===== config.mk =====
export PLATFORM = sky130hd
export DESIGN_NAME = tnaa_div_cell
export DESIGN_NICKNAME = d
export VERILOG_FILES = /design/src/hdl/tnaa_div_cell.sv
export SDC_FILE = /design/constraint.sdc
export NUM_CORES = 1
export LEC_CHECK = 0
export BUFFER_PORTS_ARGS = -buffer_cell sky130_fd_sc_hd__buf_4
export CORE_AREA = 3 3 40 42
export CTS_CLUSTER_DIAMETER = 30
export DETAILED_ROUTE_END_ITERATION = 6
export DIE_AREA = 0 0 43 45
export GPL_ROUTABILITY_DRIVEN = 1
export SYNTH_ARGS = -nofsm -noshare
export SYNTH_HDL_FRONTEND = slang
export SYNTH_SLANG_ARGS = --single-unit

===== constraint.sdc =====
create_clock -name aclk -period 2.2 [get_ports aclk]
set_clock_uncertainty 0.2 [all_clocks]
set_input_delay 0.44 -clock aclk [delete_from_list [all_inputs] [get_ports aclk]]
set_output_delay 0.44 -clock aclk [all_outputs]
set_load 0.05 [all_outputs]

===== src/hdl/tnaa_div_cell.sv =====
// One quotient bit of a restoring divider, registered.
// No package dependency; chained by the top level, one cell per quotient bit.
module tnaa_div_cell #(
    parameter int DIV_W  = 2,
    parameter int QUO_W  = 2,
    parameter int SIDE_W = 1
) (
    input  logic              aclk,
    input  logic              en,
    input  logic [DIV_W:0]    rem_in,
    input  logic [DIV_W-1:0]  div_in,
    input  logic [QUO_W-1:0]  quo_in,
    input  logic [SIDE_W-1:0] side_in,
    output logic [DIV_W:0]    rem_out,
    output logic [DIV_W-1:0]  div_out,
    output logic [QUO_W-1:0]  quo_out,
    output logic [SIDE_W-1:0] side_out
);

    logic              fits;
    logic [DIV_W:0]    diff;
    logic [DIV_W:0]    rem_reg, rem_next;
    logic [DIV_W-1:0]  div_reg;
    logic [QUO_W-1:0]  quo_reg, quo_next;
    logic [SIDE_W-1:0] side_reg;

    // Compare, subtract, shift the remainder for the next bit
    always_comb begin
        fits     = (rem_in >= {1'b0, div_in});
        diff     = fits ? (rem_in - {1'b0, div_in}) : rem_in;
        rem_next = {diff[DIV_W-1:0], 1'b0};
        quo_next = {quo_in[QUO_W-2:0], fits};
    end

    always_ff @(posedge aclk) begin
        if (en) begin
            rem_reg  <= rem_next;
            div_reg  <= div_in;
            quo_reg  <= quo_next;
            side_reg <= side_in;
        end
    end

    assign rem_out  = rem_reg;
    assign div_out  = div_reg;
    assign quo_out  = quo_reg;
    assign side_out = side_reg;

endmodule


---- Word level (Yosys, flattened, before mapping) ----
Cells that the tools add are included.
storage, ports and cells
  flip-flop bits (word level) ............. 7
  logic and storage cells ................. 7
cells by class
  $lt $le $gt $ge ......................... 1
  add/sub/neg operators ................... 1
  multiplexer cells ....................... 1
operator list
  kind         number
  $ge 3x2->1   1
  $mux 2       1
  $sub 2x2->2  1

---- Logic depth before layout (Yosys ltp) ----
Gate-level depths: netlist (run 1).
  depth in word-level cells ............... 2
  depth in mapped cells ................... 4
  mapped depth without buffers ............ 4

---- Least setup slack after synthesis (run 1) ----
OpenSTA, ideal clock, no wires.
  path kind ............................... input to register
  start point ............................. input div_in[1]
  end point ............................... register rem_reg[2] (netlist: rem_out[2]), data pin
  stages on the path ...................... 4
  buffers on the path ..................... 0
  arrival time ............................ 1.231 ns
  setup slack ............................. 0.495 ns
  library setup time ...................... 0.273 ns
  data required time ...................... 1.727 ns
  path through ............................ inv_1 ha_1 a2111oi_0 a211oi_1
between the ends
  longest elaborated chain between the ends .. 2
RTL lines
  what                                       RTL line  source
  from (decl)                                11        input logic [DIV_W-1:0] div_in,
  $ge 3x2->1 or $sub 2x2->2 (tied branches)  29, 30
  $mux 2 (*)                                 30        diff = fits ? (rem_in - {1'b0, div_in}) : rem_in;
  net diff[1]                                21        logic [DIV_W:0] diff;
  to (signal assigned)                       37        rem_reg <= rem_next;
  to (decl)                                  22        logic [DIV_W:0] rem_reg, rem_next;
The timed path passes the listed nets; every way through them passes the cells marked *.
A chain may end at the register's enable or synchronous reset.

---- Worst setup path in the final report (run 1) ----
  start point ............................. input rem_in[1]
  end point ............................... register rem_reg[2] (netlist: rem_out[2]), data pin
between the ends
  longest elaborated chain between the ends .. 2
RTL lines
  what                                       RTL line  source
  from (decl)                                10        input logic [DIV_W:0] rem_in,
  $ge 3x2->1 or $sub 2x2->2 (tied branches)  29, 30
  $mux 2 (*)                                 30
  net diff[1]                                21
Marks and branches as above.

==> results of run 1 <==
==> cells in the mapped netlist <==
cell type	n	area [um^2]
edfxtp_1	7	210.2
ha_1	2	25.02
inv_1	2	7.510
nor2b_1	2	12.51
a2111oi_0	1	8.760
a211oi_1	1	7.510
a21o_2	1	8.760
buf_4	1	7.510
conb_1	1	3.750
nand2b_1	1	6.260
o31a_1	1	8.760
o31ai_1	1	7.510
or2_1	1	6.260
==> power by group through the flow <==
stage / registers, mW / logic [mW] / clock network [mW]
2_1_floorplan: 0.212 / 0.0225 / 0
3_3_place_gp: 0.167 / 0.0995 / 0
3_5_place_dp: 0.168 / 0.102 / 0
4_1_cts: 0.165 / 0.103 / 0.113
5_1_grt: 0.165 / 0.107 / 0.126
6_report: 0.165 / 0.102 / 0.108
==> routing by layer <==
layer / vias to the layer above / global-route usage (%) / wire, um
met1: 100 / 8.728 / 249
met5: - / 0 / 0
met3: 2 / 4.382 / 106
met2: 18 / 11.08 / 275
met4: 0 / 7.229 / 10
li1: 116 / - / -
==> critical path, cell delays in order <==
cell	delay [ns]
buf_4	0.11
ha_1	0.34
a2111oi_0	0.43
a211oi_1	0.09
==> kinds of logic (layout without fill, tap and decap cells) <==
| group | after synthesis | after routing | synth area share [%] |
|---|---|---|---|
| other | 1 | 1 | 1.171 |
| AND/OR/NAND/NOR | 4 | 4 | 7.814 |
| buffers and inverters | 3 | 21 | 4.689 |
| adder cells (fa/ha/maj) | 2 | 2 | 7.811 |
| flip-flops | 7 | 7 | 65.62 |
| AO/OA/AOI/OAI | 5 | 5 | 12.89 |
==> path summary, 6_finish.rpt <==
check / startpoint / end / slack, ns / cells after the start
max: rem_in[1] / rem_out[2]$_DFFE_PP_ / 0.55 / 4
min: quo_in[0] / quo_out[1]$_DFFE_PP_ / 0.18 / 1
==> area by class of cell <==
type / instances / area share (%)
sequential: 7 / 44.68
timing repair buffer: 15 / 23.94
multi-input combinational: 12 / 20.21
clock buffer: 4 / 5.585
tap: 15 / 3.989
inverter: 2 / 1.596
==> stage by stage <==
step	utilization (%)	worst slack (ns)	cell area (um^2)	total power, mW	instances
3_5_place_dp	34.57	0.3059	444.2	0.2700	51
5_1_grt	36.61	0.4897	470.5	0.3986	55
6_report	36.61	0.5498	470.5	0.3745	55
4_1_cts	36.61	0.5575	470.5	0.3803	55
3_3_place_gp	34.57	0.3203	444.2	0.2666	51
2_1_floorplan	-	0.4953	320.3	0.2341	22
==> state kept, by name (all words and copies together) (netlist names) <==
register and flops:
div_out 2, rem_out 2, quo_out 2, side_out 1
==> metrics.txt, run 1 <==
Synth Register Bits=7; synth warn=0; Slew Viols, Final=0; Post-CTS Setup Bufs=0; synthesized area=320.3 um^2; TritonCTS clock tree=yes; DIE HEIGHT=45 um; clock-pin slew on the worst setup and hold paths=0.05 ns; # setup viols final=0; status=finished, final reports clean; Port Buffers=15; num ports=18; Fmax achieved=0.6060 GHz; clock root cell=clkbuf_4; via/cell ratio=4.291; multi-input logic area=95.09 um^2; TNS Setup=0 ns; period utilization=75.01%; Resize count post-CTS=0; register area=210.2 um^2; GRT overflow=0; clock network fraction of total power=28.8%; filler cell count=133; die span in x=43 um; n_diodes=0; number of routed nets with antenna violations=0; H-tree levels=1; share of layout cells above drive strength 1=47.50%; register area share after synthesis=65.63%; hold_ws=0.1770 ns; Post-Synthesis Cells=22; Initial Utilization=24.93%; Internal=0.2653 mW; drt wl/cell=11.65 um; WL final=641 um; die area=1935 um^2; final hold viol count=0; first-pass GRT wire length=1.069 mm; switching pwr=0.1092 mW; Syn Area/Cell=14.56 um^2; most common cell after layout, fill and taps aside=buf_4; residual DRC count=0; nets=53; Sw Share=29.16%; fin crit period=1.650 ns; WP data arrival=1.42 ns; site row count=13; hold_buf cts=0; WP data required=1.97 ns; synth unique cells=13; initial antenna violation count=0; combinational cell fraction of total power=27.2%; P per Cell Area=796.1 nW/um^2; DRT iter0 DRCs=2; vias in the first global route=249; Syn Nets=34; Setup crit end kind=register; largest net degree at the start of global routing=8; sequential group share of total power=44.0%; Max VDD drop=192.3 uV; most frequent cells in the layout=buf_4 (15), edfxtp_1 (7), clkbuf_4 (3); critical path class=input port to register; Max FO, Critical Path=5; drt pass-1 iters=2; HP Class=input port to register; max cap viols=0; GRT Util Overall=8.003%; Leak=0.2038 nW; critical path startpoint category=input port; clk buf depth=2; RePlAce Congestion=0.6778; RSZ-0062 raised after global routing=false; clock sinks=7; detailed placement HPWL=557.9 um; DR vias=236; number of CTS-inserted buffers=3; area delta synth->final=46.88%; core area=1285 um^2
Power figures use the tool's default switching activity.
==> inputs of run 2 (changes only) <==
Clock period 2.2 ns to 1.45 ns, I/O delays scaled along.
==> run 2 against run 1 <==
  * Hold slack worse by 0.16 ns
  * Combinational power up 72%
  * Flip-flop and latch count unchanged
  * Highest routed layer is now met3
==> metrics.txt, run 2 (same netlist as run 1, synthesis figures left out) <==
switching pwr=0.1771 mW; CP endpoint=rem_out[2]$_DFFE_PP_; GRT overflow=0; num ports=18; core area=1285 um^2; final hold viol count=0; hold_buf cts=0; H-tree levels=1; hold_ws=0.02142 ns; DIE HEIGHT=45 um; n_diodes=0; sequential group share of total power=42.1%; final instance area=524.3 um^2; Post-CTS Setup Bufs=0; Worst path max stage delay=0.35 ns; DRT iter0 DRCs=1; Place WS=-0.1704 ns; drt wl/cell=11.67 um; RePlAce Congestion=0.7105; clock-pin slew on the worst setup and hold paths=0.05 ns; Setup crit end kind=register; number of routed nets with antenna violations=0; CP cell instances=buf_4 -> inv_1 -> ha_4 -> a2111oi_2 -> a211oi_1; combinational cell fraction of total power=29.5%; die span in x=43 um; fin worst setup slack=0.09427 ns; WP data required=1.24 ns; Fmax achieved=0.7376 GHz; placed inst area=498.0 um^2; critical path's slowest cell=a2111oi_2; most frequent cells in the layout=buf_4 (18), edfxtp_1 (7), clkbuf_4 (3); Max VDD drop=308.3 uV; drt pass-1 iters=2; most common cell after layout, fill and taps aside=buf_4; clock sinks=7; status=finished, final reports clean; residual DRC count=0; Crit path buffers/inverters=2; largest net degree at the start of global routing=8; Levels on crit path=5; GRT Util Overall=8.263%; period utilization=93.50%; Slew Viols, Final=0; P per Cell Area=1133 nW/um^2; initial antenna violation count=0; die area=1935 um^2; WL final=677 um; area delta synth->final=63.67%; WP data arrival=1.14 ns; delay-heaviest family, CP=compound AO/OA/AOI/OAI gates; HP Class=input port to register; Sw Share=29.81%; first-pass GRT wire length=1.083 mm; clk buf depth=2; critical path startpoint category=input port; # setup viols final=0; vias in the first global route=262; Max FO, Critical Path=4; number of CTS-inserted buffers=3; filler cell count=143; Internal=0.4170 mW; RSZ-0062 raised after global routing=false; via/cell ratio=4.293; Port Buffers=15; TritonCTS clock tree=yes; Leak=0.2194 nW; clock root cell=clkbuf_4; critical path class=input port to register; Critical path origin=div_in[1]; clock network fraction of total power=28.4%; max cap viols=0; nets=56; fin crit period=1.356 ns; DR vias=249; site row count=13; share of layout cells above drive strength 1=58.14%; Initial Utilization=24.93%; fin util=40.80%; Resize count post-CTS=0
==> run 2: area by class of cell <==
type / instances / area, um^2 / area share, %
Inverter: 2 / 7.507 / 1.432
Timing Repair Buffer: 18 / 135.1 / 25.78
Tap cell: 15 / 18.77 / 3.580
Clock buffer: 4 / 26.28 / 5.012
Sequential cell: 7 / 210.2 / 40.10
Multi-Input combinational cell: 12 / 126.4 / 24.10
==> run 2: worst min-delay path by stage <==
stage | start | end | cells past startpoint
6_report | side_in | side_out$_DFFE_PP_ | 1
5_1_grt | side_in | side_out$_DFFE_PP_ | 1
4_1_cts | side_in | side_out$_DFFE_PP_ | 1
3_5_place_dp | side_in | side_out$_DFFE_PP_ | 1
3_3_place_gp | side_in | side_out$_DFFE_PP_ | 1
2_1_floorplan | div_in[0] | div_out[0]$_DFFE_PP_ | 0
==> run 2: layer usage <==
layer | track usage, % | share of wire [%] | up-vias
met4 | 9.036 | 0 | 0
met1 | 8.250 | 36 | 115
met5 | 0 | 0 | -
li1 | - | - | 121
met3 | 1.992 | 11 | 0
met2 | 13.47 | 53 | 13
==> run 2: metrics by stage <==
step,TNS [ns],power (mW),instances
after floorplan,0,0.3658,22
after global placement,-0.2977,0.4241,54
after detailed placement,-0.3540,0.4308,54
after CTS,0,0.6008,58
after global routing,0,0.6307,58
final,0,0.5942,58
==> run 2: power groups by stage <==
stage | combinational (mW) | sequential [mW] | clock, mW
floorplan | 0.0448 | 0.321 | 0
global placement | 0.171 | 0.253 | 0
detailed placement | 0.176 | 0.255 | 0
CTS | 0.177 | 0.251 | 0.173
global route | 0.186 | 0.252 | 0.193
finish | 0.175 | 0.250 | 0.169
