## src/hdl/tnaa_sqrt_cell.sv

```systemverilog
// One bit of a restoring integer square root, registered.
// No package dependency; chained by the top level, one cell per root bit.
module tnaa_sqrt_cell #(
    parameter int RAD_W   = 2,
    parameter int ROOT_W  = 1,
    parameter int BIT_POS = 0,
    parameter int SIDE_W  = 1
) (
    input  logic              aclk,
    input  logic              en,
    input  logic [RAD_W-1:0]  rem_in,
    input  logic [ROOT_W-1:0] root_in,
    input  logic [SIDE_W-1:0] side_in,
    output logic [RAD_W-1:0]  rem_out,
    output logic [ROOT_W-1:0] root_out,
    output logic [SIDE_W-1:0] side_out
);

    localparam int TW = 2 * ROOT_W + 1;

    logic [TW-1:0]     trial;
    logic [TW-1:0]     rem_ext;
    logic              fits;
    logic [RAD_W-1:0]  rem_reg, rem_next;
    logic [ROOT_W-1:0] root_reg, root_next;
    logic [SIDE_W-1:0] side_reg;

    // trial = 2 * root * 2^b + 4^b; subtract when it fits
    always_comb begin
        trial     = (TW'(root_in) << (BIT_POS + 1)) + (TW'(1) << (2 * BIT_POS));
        rem_ext   = TW'(rem_in);
        fits      = (rem_ext >= trial);
        rem_next  = fits ? RAD_W'(rem_ext - trial) : rem_in;
        root_next = fits ? (root_in | (ROOT_W'(1) << BIT_POS)) : root_in;
    end

    always_ff @(posedge aclk) begin
        if (en) begin
            rem_reg  <= rem_next;
            root_reg <= root_next;
            side_reg <= side_in;
        end
    end

    assign rem_out  = rem_reg;
    assign root_out = root_reg;
    assign side_out = side_reg;

endmodule

```

## config.mk

```make
export PLATFORM = sky130hd
export DESIGN_NAME = tnaa_sqrt_cell
export DESIGN_NICKNAME = d
export VERILOG_FILES = /design/src/hdl/tnaa_sqrt_cell.sv
export SDC_FILE = /design/constraint.sdc
export NUM_CORES = 1
export LEC_CHECK = 0
export ABC_AREA = 1
export ABC_CLOCK_PERIOD_IN_PS = 1200
export CORE_AREA = 2 2 39 41
export CTS_BUF_LIST = sky130_fd_sc_hd__clkbuf_8
export DETAILED_ROUTE_END_ITERATION = 8
export DIE_AREA = 0 0 41 43
export DONT_BUFFER_PORTS = 1
export PLACE_DENSITY_LB_ADDON = 0.05
export SLEW_MARGIN = 20
export SYNTH_ARGS = -nofsm -noshare
export SYNTH_HDL_FRONTEND = slang
export SYNTH_SLANG_ARGS = --single-unit
```

## constraint.sdc

```tcl
create_clock -name aclk -period 1.2 [get_ports aclk]
set_input_delay 0.06 -clock aclk [delete_from_list [all_inputs] [get_ports aclk]]
set_output_delay 0.06 -clock aclk [all_outputs]
set_load 0.005 [all_outputs]
```

## Yosys cells after proc, flatten, opt, wreduce, memory -nomap -nowiden

Index checks and enable logic that the tools add are counted.

| operators by class | value |
|---|---|
| $add $sub $neg | 2 |
| order comparisons | 1 |
| mux-type cells | 1 |

Operators by type and width:

| kind | number |
|---|---|
| 2-bit by 1-bit adder with 3-bit output (second input constant) | 1 |
| 2-bit by 3-bit greater-or-equal comparator with 1-bit output | 1 |
| 2-bit 2-to-1 mux | 1 |
| 2-bit subtractor | 1 |

| word-level totals | value |
|---|---|
| register bits | 4 |
| input port bits | 6 |
| output and inout port bits | 4 |
| logic and storage cells | 7 |

## Longest topological paths before layout

Gate-level depths: netlist of the first run.

| logic depth | value |
|---|---|
| word-level depth | 3 |
| depth in mapped cells | 5 |
| mapped depth without buffers | 5 |

## Worst setup path before layout of the first run

No wires, ideal clock.

| path | value |
|---|---|
| path type | input to register |
| start point | input port rem_in[1] |
| end point | register rem_reg[1], in the netlist rem_out[1], data pin |
| setup time | 0.262 ns |
| data arrival time | 0.689 ns |
| data required time | 0.938 ns |
| setup slack | 0.249 ns |
| stages on the path | 4 |
| buffers on the path | 0 |
| path through | inv_1 -> fa_1 -> nand2_1 -> o21ai_0 |

| on the way | value |
|---|---|
| longest elaborated chain between the ends | 2 |
| elaborated cells on any way between the ends | 3 |
| classes of those cells | add/sub: 1; order compare: 1; mux: 1 |

RTL lines:

| item | line | source |
|---|---|---|
| start: declaration | 11 | `input logic [RAD_W-1:0] rem_in,` |
| 2-bit by 3-bit greater-or-equal comparator with 1-bit output / 2-bit subtractor (equally long branches) | 32, 33 |  |
| 2-bit 2-to-1 mux (*) | 33 | `rem_next = fits ? RAD_W'(rem_ext - trial) : rem_in;` |
| net rem_next[1] | 24 | `logic [RAD_W-1:0] rem_reg, rem_next;` |
| end signal: assignment | 39 | `rem_reg <= rem_next;` |
| end: declaration | 24 |  |

Mark *: on every way through the listed nets, which the timed path passes. The rest lies on a longest branch.
A chain may end at the register's enable or synchronous reset.

## Final worst setup path of the first run

| path | value |
|---|---|
| start point | input port en |
| end point | register root_reg, in the netlist root_out, enable pin |

RTL lines:

| item | line | source |
|---|---|---|
| start: declaration | 10 | `input logic en,` |
| end signal: assignment | 40 | `root_reg <= root_next;` |
| end: declaration | 25 | `logic [ROOT_W-1:0] root_reg, root_next;` |

No word-level cell between the ends.

==> results of run 1 <==
## worst paths after layout
kind	to	cells past startpoint
setup / recovery	root_out	1
hold / removal	root_out	2
## per-layer routing
metal / GRT usage, % / routed length [µm] / up-vias
met5: 0 / 0 / -
li1: - / - / 56
met3: 3.66 / 22 / 0
met1: 4.58 / 136 / 42
met2: 4.38 / 138 / 7
met4: 12.0 / 0 / 0
## cell usage after synthesis (all sizes together)
cell type	n	area, µm²
nand2	5	18.8
edfxtp	4	120
inv	4	15.0
fa	1	20.0
o21ai	1	5.00
## cell type report
| class | instances | area (µm²) |
|---|---|---|
| fillers | 156 | 1120 |
| clock buffers | 3 | 41.3 |
| repair buffers | 2 | 20.0 |
| well taps | 16 | 20.0 |
| flip-flops and latches | 4 | 120 |
| multi-input cells | 7 | 43.8 |
| inverters | 4 | 15.0 |
## state kept, by name, summed over array words and instances (netlist names)
name and flops:
rem_out 2, root_out 1, side_out 1
## cells by family (layout without fill, tap and decap cells)
logic type / Yosys count / in the layout / synth area share (%)
DFF: 4 / 4 / 67.1
AOI/OAI and AO/OA: 1 / 1 / 2.79
and+or+nand+nor: 5 / 5 / 10.5
adders and majority gates: 1 / 1 / 11.2
buffers and inverters: 4 / 9 / 8.39
## report_power, final
group,switching [mW],internal (mW),leakage [nW]
Sequential,0.00646,0.172,0.0392
Clock,0.0631,0.213,0.0216
Combinational,0.0135,0.0119,0.0514
## cell usage in the layout (no fill, tap or decap), drive strengths merged
cell	synthesis	routed
clkbuf	0	3
inv	4	4
edfxtp	4	4
nand2	5	5
o21ai	1	1
fa	1	1
dlygate4sd3	0	2
## per-stage QoR
step | setup slack [ns] | area (µm²)
after floorplan | 0.249 | 179
after global routing | 0.361 | 260
final | 0.422 | 260
after global placement | 0.186 | 199
after detailed placement | 0.197 | 199
after CTS | 0.415 | 260
==> flow_summary.ini, run 1 <==
[status]
status = finished, final reports clean

[floorplanning]
rows = 14
die_w_um = 41
die_h_um = 43
core_area_um2 = 1380
die-area_um2 = 1760
start_util_pct = 12.9
io_pins = 10

[sta]
final_max_slew_viol_count = 0
grt_setup_unrepaired = false
holdWs_ns = 0.0169
final_hold_viol_count = 0
slew_headroom_pct = 87.9
fmax_mhz = 1280
setup_viol = 0
tightest_slew_ns = 0.181
fin_setup_tns_ns = 0
fin_crit_ns = 0.778
min_period_over_period_pct = 64.9

[cells_and_area]
postLayoutCoreUtil_pct = 18.8
drive_gt1_share_pct = 15.0
syn_to_final_growth_pct = 45.5
n_antenna_cell = 0
nets = 29
fin_cells = 36

[hold_path]
min_from = root_in
min_path_type = input pin to register

[routing]
vias = 105
drc = 0
wl_per_cell_um = 8.28
dr.pass1.iters = 2
wl_um = 298
drt-vias-per-instance = 2.92
antenna_left = 0
drt_iter0_markers = 1

[cts]
postCtsHoldBufs = 2
cts_root_buf = clkbuf_8
path_clk_slew_ns = 0.03
clk_path_buf_depth = 2
htreeDepth = 1
cts-resized-gates = 0
cts_inserted_buffers = 3
cts_sinks = 4
post_cts_buffers = 0
cts_tree = built

[power_and_ir_drop]
power_density_nw_per_um2 = 1840
totalPowerFinal_uw = 480
cellLeakagePower_nw = 0.112
max-vdd-ir-drop_v = 0.000322

[critical_path]
startpoint_type = input pin
cp_cell_sequence = dlygate4sd3_1
cp-end-kind = register
cp_top_family = buffers and inverters
cpPeakStageDelay_ns = 0.62
cp_num_buf_inv = 1
critPathRequiredTime_ns = 1.11
crit_start = en
critPathArrivalTime_ns = 0.68
cp_max_fo = 4
crit_type = input pin to register
crit_slowest_cell = dlygate4sd3_1

[place]
hpwl_um = 227
io_buffer_count = 0
dp_cells = 31
gp_congestion = 0.491

[synth]
synth_seq_area_share_pct = 67.1
synth_nets = 22
synthCells = 15
postSynthAreaPerCell_um2 = 11.9
ys_warn_count = 0
synth.distinct_cells = 5
syn-cell-area_um2 = 179
synth-seq-cells = 4

[global_route]
grt_pass1_wl_um = 476
first_global_vias = 135
grt_use_total_pct = 5.35
grt-ovfl-total = 0
grt_antenna_before_repair = 0
grt_max_degree = 6

[run]
drv_cap = 0
(Power assumes the default switching activity.)
==> inputs of run 2 (changes only) <==
--- a/config.mk
+++ b/config.mk
@@ -6,7 +6,7 @@
 export NUM_CORES = 1
 export LEC_CHECK = 0
 export ABC_AREA = 1
-export ABC_CLOCK_PERIOD_IN_PS = 1200
+export ABC_CLOCK_PERIOD_IN_PS = 800
 export CORE_AREA = 2 2 39 41
 export CTS_BUF_LIST = sky130_fd_sc_hd__clkbuf_8
 export DETAILED_ROUTE_END_ITERATION = 8
==> constraint.sdc (replaced) <==
create_clock -name aclk -period 0.8 [get_ports aclk]
set_input_delay 0.04 -clock aclk [delete_from_list [all_inputs] [get_ports aclk]]
set_output_delay 0.04 -clock aclk [all_outputs]
set_load 0.005 [all_outputs]
==> flow_summary.ini, run 2 (synthesis gave the netlist of run 1 again) <==
[status]
status = finished, final reports clean

[power_and_ir_drop]
cellLeakagePower_nw = 0.118
power_density_nw_per_um2 = 2600
totalPowerFinal_uw = 730
max-vdd-ir-drop_v = 0.000419

[floorplanning]
start_util_pct = 12.9
die-area_um2 = 1760
rows = 14
io_pins = 10
die_h_um = 43
core_area_um2 = 1380
die_w_um = 41

[critical_path]
startpoint_type = input pin
cpPeakStageDelay_ns = 0.63
cp_cell_sequence = dlygate4sd3_1
cp_num_buf_inv = 1
crit_type = input pin to register
crit_slowest_cell = dlygate4sd3_1
cp_top_family = buffers and inverters
critPathArrivalTime_ns = 0.67
critPathRequiredTime_ns = 0.70
cp-end-kind = register
cp_max_fo = 4
worstSetupPathDepth = 1

[routing]
drc = 0
drt_iter0_markers = 0
wl_per_cell_um = 8.13
wl_um = 309
dr.pass1.iters = 1
antenna_left = 0
vias = 119
drt-vias-per-instance = 3.13

[cells_and_area]
syn_to_final_growth_pct = 56.6
final_common_cell = nand2_1
nets = 31
final_cell_mix = nand2_1, edfxtp_1, clkbuf_8, dlygate4sd3_1
drive_gt1_share_pct = 31.8
largest_reg_flops = 2
final_cell_area_um2 = 280
n_antenna_cell = 0

[place]
gp_congestion = 0.534
place_area_um2 = 209
hpwl_um = 244
io_buffer_count = 0

[cts]
post_cts_buffers = 0
cts_sinks = 4
clk_path_buf_depth = 2
htreeDepth = 1
cts_inserted_buffers = 3
cts_root_buf = clkbuf_8
cts_tree = built
cts-resized-gates = 0
path_clk_slew_ns = 0.03

[global_route]
first_global_vias = 143
grt_max_degree = 6
grt_antenna_before_repair = 0
grt_use_total_pct = 5.23
grt-ovfl-total = 0
grt_pass1_wl_um = 489

[sta]
grt_setup_unrepaired = false
tightest_slew_ns = 0.189
fin_setup_tns_ns = 0
final_hold_viol_count = 0
fmax_mhz = 1310
setup_viol = 0
fin_crit_ns = 0.766
min_period_over_period_pct = 95.7
slew_headroom_pct = 87.3
final_max_slew_viol_count = 0

[hold_path]
min_path_type = input pin to register
hold_depth = 2

[run]
drv_cap = 0
run 2: final cells by class:
| cell class | count | area, µm² |
|---|---|---|
| fillers | 149 | 1100 |
| well taps | 16 | 20.0 |
| multi-input cells | 7 | 46.3 |
| repair buffers | 4 | 37.5 |
| inverters | 4 | 15.0 |
| clock buffers | 3 | 41.3 |
| flip-flops and latches | 4 | 120 |
run 2: metal layers:
| layer | part of all wire [%] | up-vias | routed length (µm) | global-route usage, % |
|---|---|---|---|---|
| li1 | - | 60 | - | - |
| met1 | 42 | 52 | 130 | 5.16 |
| met2 | 51 | 7 | 157 | 4.69 |
| met3 | 6.8 | 0 | 21 | 1.57 |
| met4 | 0 | 0 | 0 | 12.0 |
| met5 | 0 | - | 0 | 0 |
run 2: worst paths after layout:
path	start	slack, ns	endpoint
worst max-delay path	en	0.03	rem_out[0]
worst min-delay path	rem_in[0]	0.02	rem_out[0]
run 2: timing repair:
action	in CTS	in global routing
hold buffers	3	0
setup endpoints to repair	0	0
endpoints found under the hold margin	6	0
run 2: report_power, final:
| part | internal, mW | total (mW) | switching (mW) |
|---|---|---|---|
| Sequential | 0.258 | 0.267 | 0.00915 |
| Combinational | 0.0270 | 0.0496 | 0.0226 |
| Clock | 0.320 | 0.414 | 0.0939 |
| Total | 0.604 | 0.730 | 0.126 |
run 2: per-stage QoR:
stage	setup WS, ns	instances	hold slack [ns]	util, %
6_report	0.0340	38	0.0234	20.3
5_1_grt	0.00245	38	0.0467	20.3
4_1_cts	0.0360	38	0.0213	20.3
3_5_place_dp	-0.112	32	0.139	15.1
3_3_place_gp	-0.0954	32	0.139	15.1
2_1_floorplan	-0.0851	15	0.139	-
==> inputs of run 3 (changes only) <==
--- a/config.mk
+++ b/config.mk
@@ -13,6 +13,7 @@
 export DIE_AREA = 0 0 41 43
 export DONT_BUFFER_PORTS = 1
 export PLACE_DENSITY_LB_ADDON = 0.05
+export SKIP_LAST_GASP = 1
 export SLEW_MARGIN = 20
 export SYNTH_ARGS = -nofsm -noshare
 export SYNTH_HDL_FRONTEND = slang
==> constraint.sdc (replaced) <==
create_clock -name aclk -period 0.8 [get_ports aclk]
set_input_delay 0.16 -clock aclk [delete_from_list [all_inputs] [get_ports aclk]]
set_output_delay 0.16 -clock aclk [all_outputs]
set_load 0.005 [all_outputs]
==> flow_summary.ini, run 3 (synthesis gave the netlist of run 1 again) <==
[global_route]
grt-ovfl-total = 0
grt_use_total_pct = 5.03
grt_max_degree = 6
grt_antenna_before_repair = 0
first_global_vias = 117
grt_pass1_wl_um = 462

[sta]
min_period_over_period_pct = 99.1
final_max_slew_viol_count = 0
final_hold_viol_count = 0
grt_setup_unrepaired = false
slew_headroom_pct = 92.3
setup_viol = 0
fin_setup_tns_ns = 0
fmax_mhz = 1260
holdWs_ns = 0.0421
fin_crit_ns = 0.793
tightest_slew_ns = 0.115
finalWorstSetupSlack_ns = 0.00743

[critical_path]
cp_cell_sequence = fa_2, o21ai_2
cpPeakStageDelay_ns = 0.55
cp_top_family = adder cells
critPathArrivalTime_ns = 0.76
startpoint_type = input pin
cp_num_buf_inv = 0
cp-end-kind = register
crit_slowest_cell = fa_2
critPathRequiredTime_ns = 0.76
crit_start = root_in
cp_max_fo = 2
crit_type = input pin to register

[routing]
wl_um = 297
drc = 0
vias = 107
antenna_left = 0
drt-vias-per-instance = 3.06
drt_iter0_markers = 0
dr.pass1.iters = 1
wl_per_cell_um = 8.49

[cells_and_area]
final_cell_mix = nand2_1, edfxtp_1, clkbuf_8
fin_cells = 35
nets = 28
final_common_cell = nand2_1
largest_reg_flops = 2
n_antenna_cell = 0
drive_gt1_share_pct = 42.1
syn_to_final_growth_pct = 42.0

[cts]
clk_path_buf_depth = 2
path_clk_slew_ns = 0.03
cts_tree = built
postCtsHoldBufs = 0
htreeDepth = 1
cts_root_buf = clkbuf_8
cts_sinks = 4
cts_inserted_buffers = 3
post_cts_buffers = 0

[place]
io_buffer_count = 0
dp_cells = 32
post-place-ws_ns = -0.227
gp_congestion = 0.533
hpwl_um = 240

[status]
status = finished, final reports clean

[power_and_ir_drop]
power_density_nw_per_um2 = 2840
max-vdd-ir-drop_v = 0.000356
cellLeakagePower_nw = 0.107
totalPowerFinal_uw = 723

[floorplanning]
start_util_pct = 12.9
die-area_um2 = 1760
die_w_um = 41
rows = 14
core_area_um2 = 1380
die_h_um = 43
io_pins = 10

[hold_path]
min_from = side_in
min_path_type = input pin to register

[run]
drv_cap = 0
## run 3: cell count changes in the layout (fill, tap and decap cells not counted)
cell and change:
dlygate4sd3_1 -3, o21ai_2 +1, o21ai_1 -1
## run 3: path summary, 6_finish.rpt
check	endpoint	slack [ns]	depth (start not counted)
max	rem_out[1]	0.007	2
min	side_out	0.04	0
## run 3: metal layers
layer	part of all wire [%]	track usage [%]	routed length, µm	vias up
met1	42	4.84	125	45
met5	0	0	0	-
met2	49	4.06	147	7
li1	-	-	-	55
met3	8.1	2.09	24	0
met4	0	12.0	0	0
## run 3: layout make-up
type	instances	area, µm²
sequential	4	120
tap	16	20.0
timing repair buffer	1	7.51
clock buffer	3	41.3
multi-input combinational	7	50.0
inverter	4	15.0
fill	150	1130
## run 3: through the flow
| stage | area (µm²) | utilization, % |
|---|---|---|
| finish | 254 | 18.4 |
| global route | 254 | 18.4 |
| CTS | 250 | 18.1 |
| detailed placement | 209 | 15.1 |
| global placement | 209 | 15.1 |
| floorplan | 181 | - |
## run 3: power by group
part | internal [mW] | switching, mW
registers | 0.258 | 0.00928
clock network | 0.320 | 0.0952
logic | 0.0202 | 0.0201
total | 0.598 | 0.125
## run 3: repair_timing
action,4_1_cts,5_1_grt
hold endpoints to repair,0,0
endpoints found under the setup margin,0,1
gates resized for setup,0,1
